**config.mk**
```make
export PLATFORM = sky130hd
export DESIGN_NAME = iols_cell
export DESIGN_NICKNAME = d
export VERILOG_FILES = /design/src/iols_pkg.sv /design/src/iols_cell.sv
export SDC_FILE = /design/constraint.sdc
export NUM_CORES = 1
export LEC_CHECK = 0
export ABC_AREA = 1
export BUFFER_PORTS_ARGS = -buffer_cell sky130_fd_sc_hd__buf_4
export CORE_MARGIN = 5
export CORE_UTILIZATION = 30
export CTS_BUF_LIST = sky130_fd_sc_hd__clkbuf_16
export CTS_CLUSTER_SIZE = 28
export DETAILED_ROUTE_END_ITERATION = 8
export MAX_ROUTING_LAYER = met4
export PLACE_DENSITY_LB_ADDON = 0.08
export SLEW_MARGIN = 20
export SYNTH_ARGS = -nofsm -noshare
export SYNTH_HDL_FRONTEND = slang
export SYNTH_SLANG_ARGS = --single-unit
```
**constraint.sdc**
```tcl
create_clock -name clk -period 1.9 [get_ports clk]
set_clock_uncertainty 0.1 [all_clocks]
set_input_delay 0.38 -clock clk [delete_from_list [all_inputs] [get_ports clk]]
set_output_delay 0.38 -clock clk [all_outputs]
set_load 0.01 [all_outputs]
```
**src/iols_pkg.sv**
```systemverilog
// ============================================================================
// iols_pkg
// Shared types and constants for the indexed ordered list store.
// ============================================================================
package iols_pkg;

    localparam int DEFAULT_DEPTH = 64;

    localparam int DATA_W = 64;
    localparam int ACT_W  = 3;
    localparam int POS_W  = 8;
    localparam int OUT_W  = 7;

    // command codes
    localparam logic [ACT_W-1:0] ACT_PUSH_FRONT = 3'd0;
    localparam logic [ACT_W-1:0] ACT_POP_HEAD   = 3'd1;
    localparam logic [ACT_W-1:0] ACT_INSERT     = 3'd2;
    localparam logic [ACT_W-1:0] ACT_ERASE      = 3'd3;
    localparam logic [ACT_W-1:0] ACT_FIND       = 3'd4;
    localparam logic [ACT_W-1:0] ACT_READ       = 3'd5;

    localparam logic [OUT_W-1:0]  NOT_FOUND = 7'h7F;
    localparam logic [DATA_W-1:0] READ_MISS = 64'hFFFF_FFFF_FFFF_8000;

    // what a cell loads on the next edge
    typedef enum logic [1:0] {
        MOVE_HOLD,
        MOVE_LOAD,
        MOVE_LEFT,
        MOVE_RIGHT
    } cell_move_t;

    typedef struct packed {
        cell_move_t move;
        logic       find_en;
        logic       read_sel;
    } cell_ctrl_t;

endpackage

```
**src/iols_cell.sv**
```systemverilog
// ============================================================================
// iols_cell
// One slot of the list: holds a value, shifts to/from neighbors, flags a hit.
// ============================================================================
module iols_cell (
    input  logic                        clk,
    input  logic                        rst_n,
    input  iols_pkg::cell_ctrl_t        ctrl,
    input  logic [iols_pkg::DATA_W-1:0] new_value,
    input  logic [iols_pkg::DATA_W-1:0] left_value,
    input  logic [iols_pkg::DATA_W-1:0] right_value,
    input  logic [iols_pkg::DATA_W-1:0] key,
    output logic [iols_pkg::DATA_W-1:0] value,
    output logic                        hit
);

    logic [iols_pkg::DATA_W-1:0] value_reg;
    logic [iols_pkg::DATA_W-1:0] value_next;
    logic                        hit_reg;
    logic                        hit_next;

    always_comb
    begin
        unique case (ctrl.move)
            iols_pkg::MOVE_LOAD:  value_next = new_value;
            iols_pkg::MOVE_LEFT:  value_next = left_value;
            iols_pkg::MOVE_RIGHT: value_next = right_value;
            default:              value_next = value_reg;
        endcase
    end

    // find and read do not move data, so compare against the current value
    assign hit_next = ctrl.read_sel | (ctrl.find_en & (value_reg == key));

    always_ff @(posedge clk)
    begin
        value_reg <= value_next;
    end

    always_ff @(posedge clk or negedge rst_n)
    begin
        if (!rst_n)
        begin
            hit_reg <= 1'b0;
        end
        else
        begin
            hit_reg <= hit_next;
        end
    end

    assign value = value_reg;
    assign hit   = hit_reg;

endmodule

```
# Word-level counts from Yosys, hierarchy flattened

Index checks and enable logic that the tools add are counted.
Widths: inputs -> output; s select.

Register bits: 65
Bits of input ports: 262
Output and inout bits: 65

Eq/ne operators: 4
Mux-type cells: 1
Bitwise logic cells: 2
Reduce and logical (&&, ||, !) cells: 1

Operators with widths:

| cell               | count |
|---|---|
| $pmux 64 s3        | 1 |
| $eq 64x64->1       | 1 |
| $eq 2x2->1 const B | 2 |
| $reduce_bool 3->1  | 1 |
| $eq 2x1->1 const B | 1 |
| $and 1x1->1        | 1 |
| $or 1x1->1         | 1 |

# Depth between registers and ports, before layout

Depth in word-level cells: 3
Gate-level depth with buffers: 10
Depth with buffers taken out: 10

# Worst setup path after synthesis

No wires, ideal clock.

Kind: in2reg
From: input port ctrl[3] in the netlist's numbering
To: register value_reg, in the netlist value[0], enable pin
Data arrival time: 1.382 ns
Data required time: 1.406 ns
Slack: 0.024 ns
Stages on the path: 2
Path buffers: 1
Cell sequence: buf_2 -> or2_2

Longest elaborated chain between the ends: 2

RTL lines:

| item                                     | RTL line        | text |
|---|---|---|
| from (decl)                              | iols_cell.sv:8  | `input iols_pkg::cell_ctrl_t ctrl,` |
| $eq 2x2->1 or $eq 2x1->1 (tied branches) | iols_cell.sv:24 | `unique case (ctrl.move)` |
| $reduce_bool 3->1 (no source line) *     | --              |  |
| to (signal assigned)                     | iols_cell.sv:37 | `value_reg <= value_next;` |
| to (decl)                                | iols_cell.sv:17 | `logic [iols_pkg::DATA_W-1:0] value_reg;` |

Every way passes the cells marked *; elsewhere a longest branch is shown, timed or not.
A chain may end at the register's enable or synchronous reset.

# Final worst setup path

From: input port ctrl[2] in the netlist's numbering
To: register value_reg, in the netlist value[41] (data pin)

Longest elaborated chain between the ends: 2

RTL lines:

| item                                     | RTL line        | text |
|---|---|---|
| $eq 2x2->1 or $eq 2x1->1 (tied branches) | iols_cell.sv:24 |  |
| $pmux 64 s3 *                            | iols_cell.sv:24 |  |
| net value_next (one bit)                 | iols_cell.sv:18 | `logic [iols_pkg::DATA_W-1:0] value_next;` |

The timed path passes the listed nets; every way through them passes the cells marked *.

==> results.ini <==
[run_status]
status=finished, final reports clean

[die]
fp-row-count=43
die_w_um=130
initial_core_util=0.309
die-height_um=130
ioPinCount=327
die_area_um2=16900
core_area_um2=14000

[worst_setup_path]
arrival_ps=1600
reg2reg_depth=9
critPathLaunchType=primary input
worstPathRequired_ps=1970
r2r_slack_ps=470
path_class=in -> reg
r2r-start=value[23]
end_kind=flop
critPathMaxFanout=64
r2r_end=hit

[worst_hold_path]
hp-class=in -> reg
min_to=hit
hold_path.startpoint=ctrl[0]
min_path_cells=3

[finish]
post-route-util=0.513
area_delta_synth_final_pct=66.1
drive_above_1_share=0.372
diodes=0
nets=1187
largest_reg_flops=64
regArea_um2=1950
n_fill_cell=1378
multi_input_area_um2=2000

[cts]
postCtsHoldBufs=1
htreeDepth=3
clk_latency_ps=320
post_cts_buffers=0
cts.sinks=65
path_clk_slew_ps=50
clock-root-buffer=clkbuf_16
cts_tree=done
clockBufferDepth=2
cts_resized=0
cts_buffers=9

[timing]
setup_viol=0
timing.final.ws_setup_ps=366
tns_ps=0
fin_crit_sh=0.807
timing.slew.headroom=0.378
grt_setup_unrepaired=false
timing.fmax_mhz=652
fin_crit_ps=1530
worst_pin_slew_ps=933
drv_slew=0
finalHoldViolCount=0

[power_and_ir_drop]
p_switching_w=0.00130
combPwrFrac=0.293
peakVddDrop_v=0.000297
switching_share=0.279
intPower_w=0.00337
power_frac_clock=0.298
p_seq_frac=0.409
power.leakage_nw=3.72
powerDensity_nw_per_um2=652

[synth]
ys_seq_area_frac=0.451
yosysUniqueCellTypes=18
synth_top_area_cell=edfxtp_1
synth_cells=607
syn-cell-area_um2=4320
synthesis.nets=869
synth_top_area_frac=0.445
synth-seq-cells=65
synth.area.top_cells=edfxtp_1, nand2_1, nand3_1, inv_1, nor2_1
yosys_warnings=0
syn_area_per_cell_um2=7.12

[grt]
antenna_found_initial=0
grt_start_max_net_pins=65
track_usage=0.204
grt-ovfl-total=0
grt_pass1_vias=5237
grt_pass1_wl_um=25700

[job]
maxCapViolations=0

[route]
routed_wl_um=17900
via_count=5161
drc_errors=0
drt_iter0_drc=180
wl_per_cell_um=16.1
vias_per_cell=4.66
firstDrtPassIters=5
ant_nets=0

[placed_design]
port-buffer-count=326
pre_cts_ws_ps=-330
detailed_place_hpwl_um=14100
routabilityCongestion=0.859

worst max path at each step:
stage          cells after the start   endpoint  startpoint  slack, ps
2_1_floorplan                      2   value[0]     ctrl[3]         20
4_1_cts                            5  value[45]     ctrl[2]          5
5_1_grt                            5  value[41]     ctrl[2]        310
6_report                           5  value[41]     ctrl[2]        370
3_3_place_gp                       5  value[49]     ctrl[2]       -280
3_5_place_dp                       5  value[53]     ctrl[2]       -330
critical path: stages:
cell and delay, ps:
buf_4 100, buf_4 100, buf_4 590, nand3_1 230, nand3_1 170
cell families after synthesis:
| group | after synthesis | synth area share |
|---|---|---|
| AO/OA/AOI/OAI | 17 | 0.0203 |
| XOR/XNOR | 20 | 0.0406 |
| buffers and inverters | 92 | 0.0878 |
| flip-flops | 65 | 0.451 |
| AND/OR/NAND/NOR | 413 | 0.401 |
metal layers:
metal / part of all wire / global-route usage / vias up
met4: 0.037 / 0.0856 / 0
met5: 0 / - / -
li1: - / - / 2590
met3: 0.076 / 0.0393 / 38
met2: 0.52 / 0.369 / 234
met1: 0.37 / 0.217 / 2299
cell usage in the layout (no fill, tap or decap):
cell           Yosys  layout
a21boi_0           1       1
buf_12             0       1
buf_4              1     332
clkbuf_16          0       9
clkinv_1           0       3
dfrtp_1            1       1
dlygate4sd3_1      0       1
edfxtp_1          64      64
inv_1             64      65
inv_2              1       1
nand2_1          222     222
nand3_1          132     132
nand4_1            1       1
nor2_1            54      54
nor2_4             1       1
nor3_1             2       2
o21ai_0           16      16
or2_4              0       1
xnor2_1            6       6
xor2_1            14      14
cell usage after synthesis (all sizes together):
cell,instances
a21boi,1
buf,25
clkbuf,2
dfrtp,1
edfxtp,64
inv,65
nand2,222
nand3,132
nand4,1
nor2,55
nor3,2
o21ai,16
or2,1
xnor2,6
xor2,14
per-stage QoR:
step	instances	total power [W]	hold WS (ps)	cell area (um^2)
floorplan	607	0.00246	-15.6	4320
global placement	1092	0.00330	55.8	6900
detailed placement	1092	0.00332	56.1	6900
CTS	1106	0.00473	139	7150
global route	1107	0.00493	141	7170
finish	1107	0.00468	153	7170
area by class of cell:
cell class              instances  area share
inverters                      65      0.0340
well taps                     180      0.0314
repair buffers                334       0.352
flip-flops and latches         65       0.271
clock buffers                   9      0.0314
clock inverters                 4     0.00209
multi-input cells             450       0.278
power by group through the flow:
stage | logic (W) | registers [W] | clock network, W
detailed placement | 0.00138 | 0.00194 | 0
finish | 0.00137 | 0.00191 | 0.00139
global placement | 0.00136 | 0.00193 | 0
global route | 0.00150 | 0.00194 | 0.00149
CTS | 0.00138 | 0.00191 | 0.00144
floorplan | 0.000457 | 0.00200 | 0
No activity file was read; power rests on OpenSTA's default activity.
